--- src/rtl/gbr_pkg.sv ---
// Shared types and constants for the horizontal Gaussian row blur.
// No dependencies; used by every other file of the block but the macro header.
`default_nettype none

package gbr_pkg;

    // Pixel channel and tap weight widths.
    localparam int PIX_W    = 8;
    localparam int TAP_W    = 16;
    localparam int NUM_TAPS = 8;
    localparam int TAP_IDX_W = $clog2(NUM_TAPS);

    // Default and largest filter radius.
    localparam int RADIUS_DEF = 7;

    // Product of a summed pixel pair and a tap, and the full accumulator.
    localparam int PROD_W = PIX_W + 1 + TAP_W;
    localparam int ACC_W  = 28;

    // Fraction bits dropped from the Q12.16 sum.
    localparam int FRAC_W = 16;

    // Tap weights after reset, center first.
    localparam logic [TAP_W-1:0] TAP_RESET [NUM_TAPS] = '{
        16'd13074, 16'd11538, 16'd7930, 16'd4245,
        16'd1769,  16'd574,   16'd145,  16'd29
    };

    typedef struct packed {
        logic [PIX_W-1:0] r;
        logic [PIX_W-1:0] g;
        logic [PIX_W-1:0] b;
    } pix_t;

    typedef struct packed {
        logic [PROD_W-1:0] r;
        logic [PROD_W-1:0] g;
        logic [PROD_W-1:0] b;
    } prod_t;

endpackage

`default_nettype wire

--- src/rtl/gbr_cell.sv ---
// One pixel cell of the sliding window: holds an RGB pixel and takes its
// right neighbor's pixel on a shift, or the new pixel on a row start. Uses gbr_pkg.
`default_nettype none

module gbr_cell
(
    input  wire logic          clk,
    input  wire logic          step,
    input  wire logic          load_all,
    input  wire gbr_pkg::pix_t px,
    input  wire gbr_pkg::pix_t nbr,
    output gbr_pkg::pix_t      q
);

    gbr_pkg::pix_t q_reg;
    gbr_pkg::pix_t q_next;

    // A row start fills every cell with the first pixel (left edge replication).
    always_comb
    begin
        q_next = q_reg;
        if (step)
        begin
            q_next = load_all ? px : nbr;
        end
    end

    always_ff @(posedge clk)
    begin
        q_reg <= q_next;
    end

    assign q = q_reg;

endmodule

`default_nettype wire

--- config.mk ---
export PLATFORM = sky130hd
export DESIGN_NAME = gbr_cell
export DESIGN_NICKNAME = d
export VERILOG_FILES = /design/src/rtl/gbr_pkg.sv /design/src/rtl/gbr_cell.sv
export SDC_FILE = /design/constraint.sdc
export NUM_CORES = 1
export LEC_CHECK = 0
export BUFFER_PORTS_ARGS = -buffer_cell sky130_fd_sc_hd__buf_2
export CORE_MARGIN = 4
export CORE_UTILIZATION = 31
export DETAILED_ROUTE_END_ITERATION = 12
export PLACE_DENSITY_LB_ADDON = 0.05
export SYNTH_ARGS = -nofsm -noshare
export SYNTH_HDL_FRONTEND = slang
export SYNTH_SLANG_ARGS = --single-unit
--- constraint.sdc ---
create_clock -name clk -period 1 [get_ports clk]
set_clock_uncertainty 0.15 [all_clocks]
set_input_delay 0.1 -clock clk [delete_from_list [all_inputs] [get_ports clk]]
set_output_delay 0.1 -clock clk [all_outputs]
set_load 0.05 [all_outputs]
==> flow_metrics.tcl <==
set metrics [dict create \
    ys_warn_count 0 \
    worstPathRequired_ps 750 \
    cp_cell_sequence "buf_6" \
    place.detailed.instances 171 \
    synth_top_area_share 0.6450 \
    layout-drive-gt1-share 0.8062 \
    largest_register_ffs 24 \
    vdd_ir_drop_max_uv 455.1 \
    cts_root_buf "clkbuf_4" \
    global_route.overflow_total 0 \
    place.gp.congestion 0.7004 \
    p_leak_uw 0.0008003 \
    clock.fmax_ghz 0.8694 \
    h-tree-depth 1 \
    fin_hold_ws_ps -65.17 \
    post_drt_via_cell_ratio 4.120 \
    post_synth.cell_area_avg_sq_um 21.91 \
    synthToLayoutAreaGrowth_pct 54.87 \
    number_of_top_level_pins 75 \
    layout.cells.non_filler 175 \
    hold-path-cell-count 2 \
    placeableCoreArea_sq_um 3416 \
    failed_checks "hold timing, setup timing" \
    tritoncts_clock_tree "built" \
    timing_max_transition_violations_final 0 \
    rsz0062_at_grt "true" \
    final_critical_path_setup_slack_ps -150.2 \
    die_height_um 68.04 \
    setup_tns_ps -2837 \
    initial_core_util 0.3271 \
    crit_type "flop to output pin" \
    crit_slowest_cell "edfxtp_1" \
    final_core_utilization 0.5066 \
    cpPeakStageDelay_ps 420 \
    die_area_sq_um 4629 \
    total_chip_power_uw 2468 \
    mappedNetlistNets 102 \
    grt_pass1_wl_um 3215 \
    crit_family "flip-flops" \
    worstMarginPinSlew_ps 191.7 \
    routed_wirelength_um 2189 \
    finalSetupViolCount 24 \
    design.final.nets 181 \
    avgRoutedWirePerCell_um 12.51 \
    cts.repair_timing.setup_buffer_count 0 \
    synthesis.instances 51 \
    synthesis.area_sq_um 1117 \
    dr.first_iter.drc_count 23 \
    first_global_vias 757 \
    drtAntennaViolNets 0 \
    insertedDiodeCount 0 \
    min_path_type "input port to flop" \
    gr-usage-all-layers 0.09488 \
    synth.largest_area_cell "edfxtp_1" \
    drc_errors 0 \
    slew-limit-headroom 0.8722 \
    num_rows 21 \
    power_per_cell_area_nw_per_um2 1426 \
    crit_arrival_ps 900 \
    clock-sinks 24 \
    worst-path-buf-inv 1 \
    start_kind "flop" \
    yosysSeqAreaShare 0.6450 \
    outcome "finished with violations" \
    fillers 300 \
    period_needed_ps 1150 \
    grt_max_degree 25 \
    timing.final.crit_share 1.150 \
    worst_hold_path.endpoint "q[16]$_DFFE_PP_" \
    cp.depth 1 \
    hp-start "px[16]" \
    port-buffer-count 74 \
    drv_cap 0 \
    critical_path.endpoint_type "output pin" \
    number_of_vias_in_the_routed_layout 721 \
    drt-pass1-iter-count 3 \
    yosys_register_bits 24 \
    hold_violations_final 24 \
    worst_setup_hold_path_clk_slew_ps 120 \
    fp.dieW_um 68.04 \
    netlist_top_cells_area "edfxtp_1, mux2_4, mux2_2" \
    max-clock-path-buffers 2 \
    yosysUniqueCellTypes 5 \
    cts_buffer_count 3 \
    antenna_violations_before_repair 0 \
    worst-path-max-fanout 1 \
]
## synthesized netlist by cell type
master	n
buf_12	2
buf_6	1
mux2_2	4
mux2_4	20
edfxtp_1	24
## per-layer routing
metal | up-vias | GRT usage | wire length [um]
li1 | 355 | - | -
met2 | 45 | 0.1793 | 1162
met3 | 0 | 0.02627 | 226
met1 | 321 | 0.1005 | 800
met4 | 0 | 0.02978 | 0
met5 | - | 0 | 0
## report_power, final
group	switching [uW]	internal [uW]	total (uW)	leakage, uW
Clock	264	145	410	0.0000154
Sequential	39.3	1220	1260	0.000235
Combinational	441	361	802	0.000550
## worst max path at each step
stage,start,end,slack (ps)
6_report,q[14]$_DFFE_PP_,q[14],-150
5_1_grt,q[14]$_DFFE_PP_,q[14],-200
4_1_cts,q[14]$_DFFE_PP_,q[14],-180
3_5_place_dp,load_all,q[18]$_DFFE_PP_,-190
3_3_place_gp,load_all,q[13]$_DFFE_PP_,-190
2_1_floorplan,load_all,q[10]$_DFFE_PP_,-40
## logic make-up (layout without fill, tap and decap cells)
family | after synthesis | in the layout | share of synthesized area
DFF | 24 | 24 | 0.6450
buffers and inverters | 3 | 81 | 0.04591
muxes | 24 | 24 | 0.3091
## cells in the final DEF, fill, tap and decap left out, drive strengths merged
cell type	netlist	final
buf	3	77
edfxtp	24	24
mux2	24	24
clkbuf	0	3
clkinv	0	1
## per-stage QoR
step	setup slack, ps	area, sq um
finish	-150.2	1730
CTS	-178.7	1730
detailed placement	-194.1	1554
global placement	-188.5	1554
global route	-202.8	1730
floorplan	-42.53	1126
## final cells by class
class | count | area, sq um | share of cell area
clock buffer | 3 | 22.52 | 0.01302
tap | 46 | 57.56 | 0.03326
timing repair buffer | 77 | 580.6 | 0.3355
clock inverter | 1 | 3.754 | 0.002169
sequential | 24 | 720.7 | 0.4165
multi-input combinational | 24 | 345.3 | 0.1996
## timing repair
action                                 CTS  global route
endpoints found under the hold margin   24            24
setup endpoints to repair               24            24
resized for setup                       48             0
Note: power is estimated with default switching activity, not from simulation.
