File: src/rtl/gbr_pkg.sv
// Shared types and constants for the horizontal Gaussian row blur.
// No dependencies; used by every other file of the block but the macro header.
`default_nettype none

package gbr_pkg;

    // Pixel channel and tap weight widths.
    localparam int PIX_W    = 8;
    localparam int TAP_W    = 16;
    localparam int NUM_TAPS = 8;
    localparam int TAP_IDX_W = $clog2(NUM_TAPS);

    // Default and largest filter radius.
    localparam int RADIUS_DEF = 7;

    // Product of a summed pixel pair and a tap, and the full accumulator.
    localparam int PROD_W = PIX_W + 1 + TAP_W;
    localparam int ACC_W  = 28;

    // Fraction bits dropped from the Q12.16 sum.
    localparam int FRAC_W = 16;

    // Tap weights after reset, center first.
    localparam logic [TAP_W-1:0] TAP_RESET [NUM_TAPS] = '{
        16'd13074, 16'd11538, 16'd7930, 16'd4245,
        16'd1769,  16'd574,   16'd145,  16'd29
    };

    typedef struct packed {
        logic [PIX_W-1:0] r;
        logic [PIX_W-1:0] g;
        logic [PIX_W-1:0] b;
    } pix_t;

    typedef struct packed {
        logic [PROD_W-1:0] r;
        logic [PROD_W-1:0] g;
        logic [PROD_W-1:0] b;
    } prod_t;

endpackage

`default_nettype wire

File: src/rtl/gbr_tap.sv
// One tap cell: adds the two window pixels at equal distance from the center
// and multiplies the pair by the tap weight, per channel. Uses gbr_pkg.
`default_nettype none

module gbr_tap
#(
    parameter bit CENTER = 1'b0
)
(
    input  wire logic                      clk,
    input  wire logic                      en,
    input  wire gbr_pkg::pix_t             near,
    input  wire gbr_pkg::pix_t             far,
    input  wire logic [gbr_pkg::TAP_W-1:0] tap,
    output gbr_pkg::prod_t                 prod
);

    localparam int PAIR_W = gbr_pkg::PIX_W + 1;

    logic [PAIR_W-1:0] pair_r;
    logic [PAIR_W-1:0] pair_g;
    logic [PAIR_W-1:0] pair_b;
    gbr_pkg::prod_t    prod_reg;
    gbr_pkg::prod_t    prod_next;

    // The center cell weighs a single pixel; the others weigh a mirrored pair.
    always_comb
    begin
        if (CENTER)
        begin
            pair_r = PAIR_W'(near.r);
            pair_g = PAIR_W'(near.g);
            pair_b = PAIR_W'(near.b);
        end
        else
        begin
            pair_r = PAIR_W'(near.r) + PAIR_W'(far.r);
            pair_g = PAIR_W'(near.g) + PAIR_W'(far.g);
            pair_b = PAIR_W'(near.b) + PAIR_W'(far.b);
        end
        prod_next.r = gbr_pkg::PROD_W'(pair_r) * gbr_pkg::PROD_W'(tap);
        prod_next.g = gbr_pkg::PROD_W'(pair_g) * gbr_pkg::PROD_W'(tap);
        prod_next.b = gbr_pkg::PROD_W'(pair_b) * gbr_pkg::PROD_W'(tap);
    end

    // Product register, held while the stage after it is stalled.
    always_ff @(posedge clk)
    begin
        if (en)
        begin
            prod_reg <= prod_next;
        end
    end

    assign prod = prod_reg;

endmodule

`default_nettype wire

File: config.mk
export PLATFORM = sky130hd
export DESIGN_NAME = gbr_tap
export DESIGN_NICKNAME = d
export VERILOG_FILES = /design/src/rtl/gbr_pkg.sv /design/src/rtl/gbr_tap.sv
export SDC_FILE = /design/constraint.sdc
export NUM_CORES = 1
export LEC_CHECK = 0
export BUFFER_PORTS_ARGS = -buffer_cell sky130_fd_sc_hd__buf_2
export CORE_ASPECT_RATIO = 2
export CORE_UTILIZATION = 50
export DETAILED_ROUTE_END_ITERATION = 7
export PLACE_DENSITY = 0.82
export SLEW_MARGIN = 20
export SYNTH_ARGS = -nofsm -noshare
export SYNTH_HDL_FRONTEND = slang
export SYNTH_SLANG_ARGS = --single-unit
File: constraint.sdc
create_clock -name clk -period 5.44 [get_ports clk]
set_clock_uncertainty 0.2 [all_clocks]
set_input_delay 0.272 -clock clk [delete_from_list [all_inputs] [get_ports clk]]
set_output_delay 0.272 -clock clk [all_outputs]
set_load 0.02 [all_outputs]
==> results.toml <==
[die]
chipHeight_um = 267
core_area_mm2 = 0.0345
io_pins = 141
row_count = 96
die_x_um = 135
initial_core_util_pct = 51.0
die_area_mm2 = 0.0359

[sta]
hold_violations = 0
final.setup.tns_ns = -7.81
fmax_ghz = 0.170
min_period_ns = 5.87
relSlewSlack_pct = 30.5
setup_viol = 37
finalCritPeriodShare_pct = 108
rsz0062_at_grt = "true"
holdWs_ns = 0.276
max_slew.worst_pin.slew_ns = 1.04
timing.final.ws_setup_ns = -0.433
maxSlewViolCount = 0

[clock_network]
numCtsBuffers = 9
cts_buffer_depth = 2
cts_hold_buf = 0
cts.htree.levels = 3
cts-root-buf = "clkbuf_16"
cts_tree = "built"
cts.clk_slew.worst_paths_ns = 0.08
cts.sinks = 75

[finish]
mostFrequentLayoutCells = "inv_1 (368), buf_4 (298), fa_1 (282)"
fin_nets = 2805
num-fill-cells = 2245
largest_register_ffs = 75
n_antenna_cell = 0
multi_input_area_mm2 = 0.0150
drive_above_1_share_pct = 33.8
area.sequential_mm2 = 0.00225
finalNonFillerCells = 2726
mostFrequentLayoutCell = "inv_1"
syn2layout_area_growth_pct = 31.4

[outcome]
violations = "negative setup slack"
status = "finished, violations left"

[logic_synthesis]
synth_nets = 2398
ys_types = 65
synth_async_sr_flop_share_pct = 0
syn_area_per_cell_um2 = 9.38
syn_area_mm2 = 0.0176
synth_cells = 1873
yosysSeqAreaShare_pct = 12.8
synth_warnings = 0
synth_edf_count = 75
synthFlopType = "edfxtp_1"
synth-seq-cells = 75

[placed_design]
portBuffers = 140
place_hpwl_mm = 38.3
place_congestion = 0.919
dp.cells = 2644

[detailed_routing]
drc = 0
wl_per_cell_um = 21.0
first_iter_violations = 1173
wirelength_mm = 57.4
ant_nets = 0
vias_per_cell = 5.85
first_pass_iters = 7
num_vias = 15948

[critical_path]
cp_max_fo = 5
worstSetupStartpointType = "primary input"
required_ns = 5.38
cp-end-kind = "register"
critical_path_class = "primary input to register"
crit_arrival_ns = 5.81

[global_routing]
grtUsageTotal_pct = 30.8
antenna_found_initial = 1
grt_pass1_wl_mm = 84.8
grt_start_max_net_pins = 76
grt_pass1_vias = 17568
gr-total-overflow = 0

[worst_hold_path]
hold_path.class = "primary input to register"

[run]
maxCapViolations = 0
-- metal layers --
layer / up-vias / global-route usage (%) / part of all wire, %
li1: 6753 / - / -
met1: 7846 / 28.3 / 31
met2: 927 / 56.3 / 53
met3: 422 / 5.85 / 6.5
met4: 0 / 28.6 / 9.3
met5: - / 0 / 0
-- worst max-delay path: stages --
cell and delay, ns:
buf_8 0.10, ha_4 0.22, a21o_1 0.16, a21oi_2 0.19, o21ai_2 0.10, a2111o_1 0.47, buf_6 0.18, a21oi_4 0.19
and3b_2 0.25, fa_1 0.55, fa_2 0.45, fa_1 0.53, inv_1 0.07, fa_2 0.64, inv_1 0.08, ha_2 0.30
a21oi_1 0.26, o21ai_2 0.13, a21o_1 0.21, a31o_4 0.23, a41oi_2 0.14, nor3_2 0.08
-- final timing paths --
check,start,endpoint,cells after the start
hold / removal,far[8],prod[25],3
setup / recovery,near[17],prod[74],22
-- cell type report --
cell class,count,share of cell area (%)
Inverter,393,6.39
Tap cell,441,2.39
Multi-Input combinational cell,1330,65.1
Clock buffer,9,0.975
Sequential cell,75,9.75
Timing Repair Buffer,471,15.0
Clock inverter,7,0.325
-- kinds of logic after synthesis --
kind of cell	after synthesis	share of synthesized area, %
AO/OA/AOI/OAI	273	10.6
AND/OR/NAND/NOR	534	17.8
adder cells (fa/ha/maj)	459	45.5
XOR/XNOR	60	2.99
flip-flops	75	12.8
buffers and inverters	472	10.3
-- synthesized netlist by cell type (16+ instances only) --
library cell	n	area [um^2]
fa_1	300	6010
o21ai_0	45	225
inv_1	393	1480
nor2_1	45	169
clkbuf_1	68	255
a21oi_1	59	295
nor2b_1	16	100
and3b_2	25	250
a21o_1	32	240
edfxtp_1	75	2250
ha_1	159	1990
xnor2_1	45	394
nand2_1	132	495
nand2b_1	46	288
nor3b_1	42	315
and2_1	143	895
a21boi_0	41	308
-- metrics by stage --
step                      setup WS, ns  utilization [%]  instance area (um^2)
final                           -0.433             67.0                 23100
after global routing            -0.511             67.0                 23100
after CTS                       -0.155             65.0                 22400
after detailed placement         -1.12             60.8                 20900
after global placement          -0.963             60.8                 20900
after floorplan                 -0.176                -                 18000
-- repair_timing --
action / in CTS / in global routing
endpoints found under the setup margin: 40 / 42
setup buffers: 38 / 22
pin swaps: 93 / 54
gates resized for setup: 179 / 130
cloned: 5 / 3
Power is not shown: default switching activity piles up to over one toggle a cycle in this logic, so the estimate is an artifact.
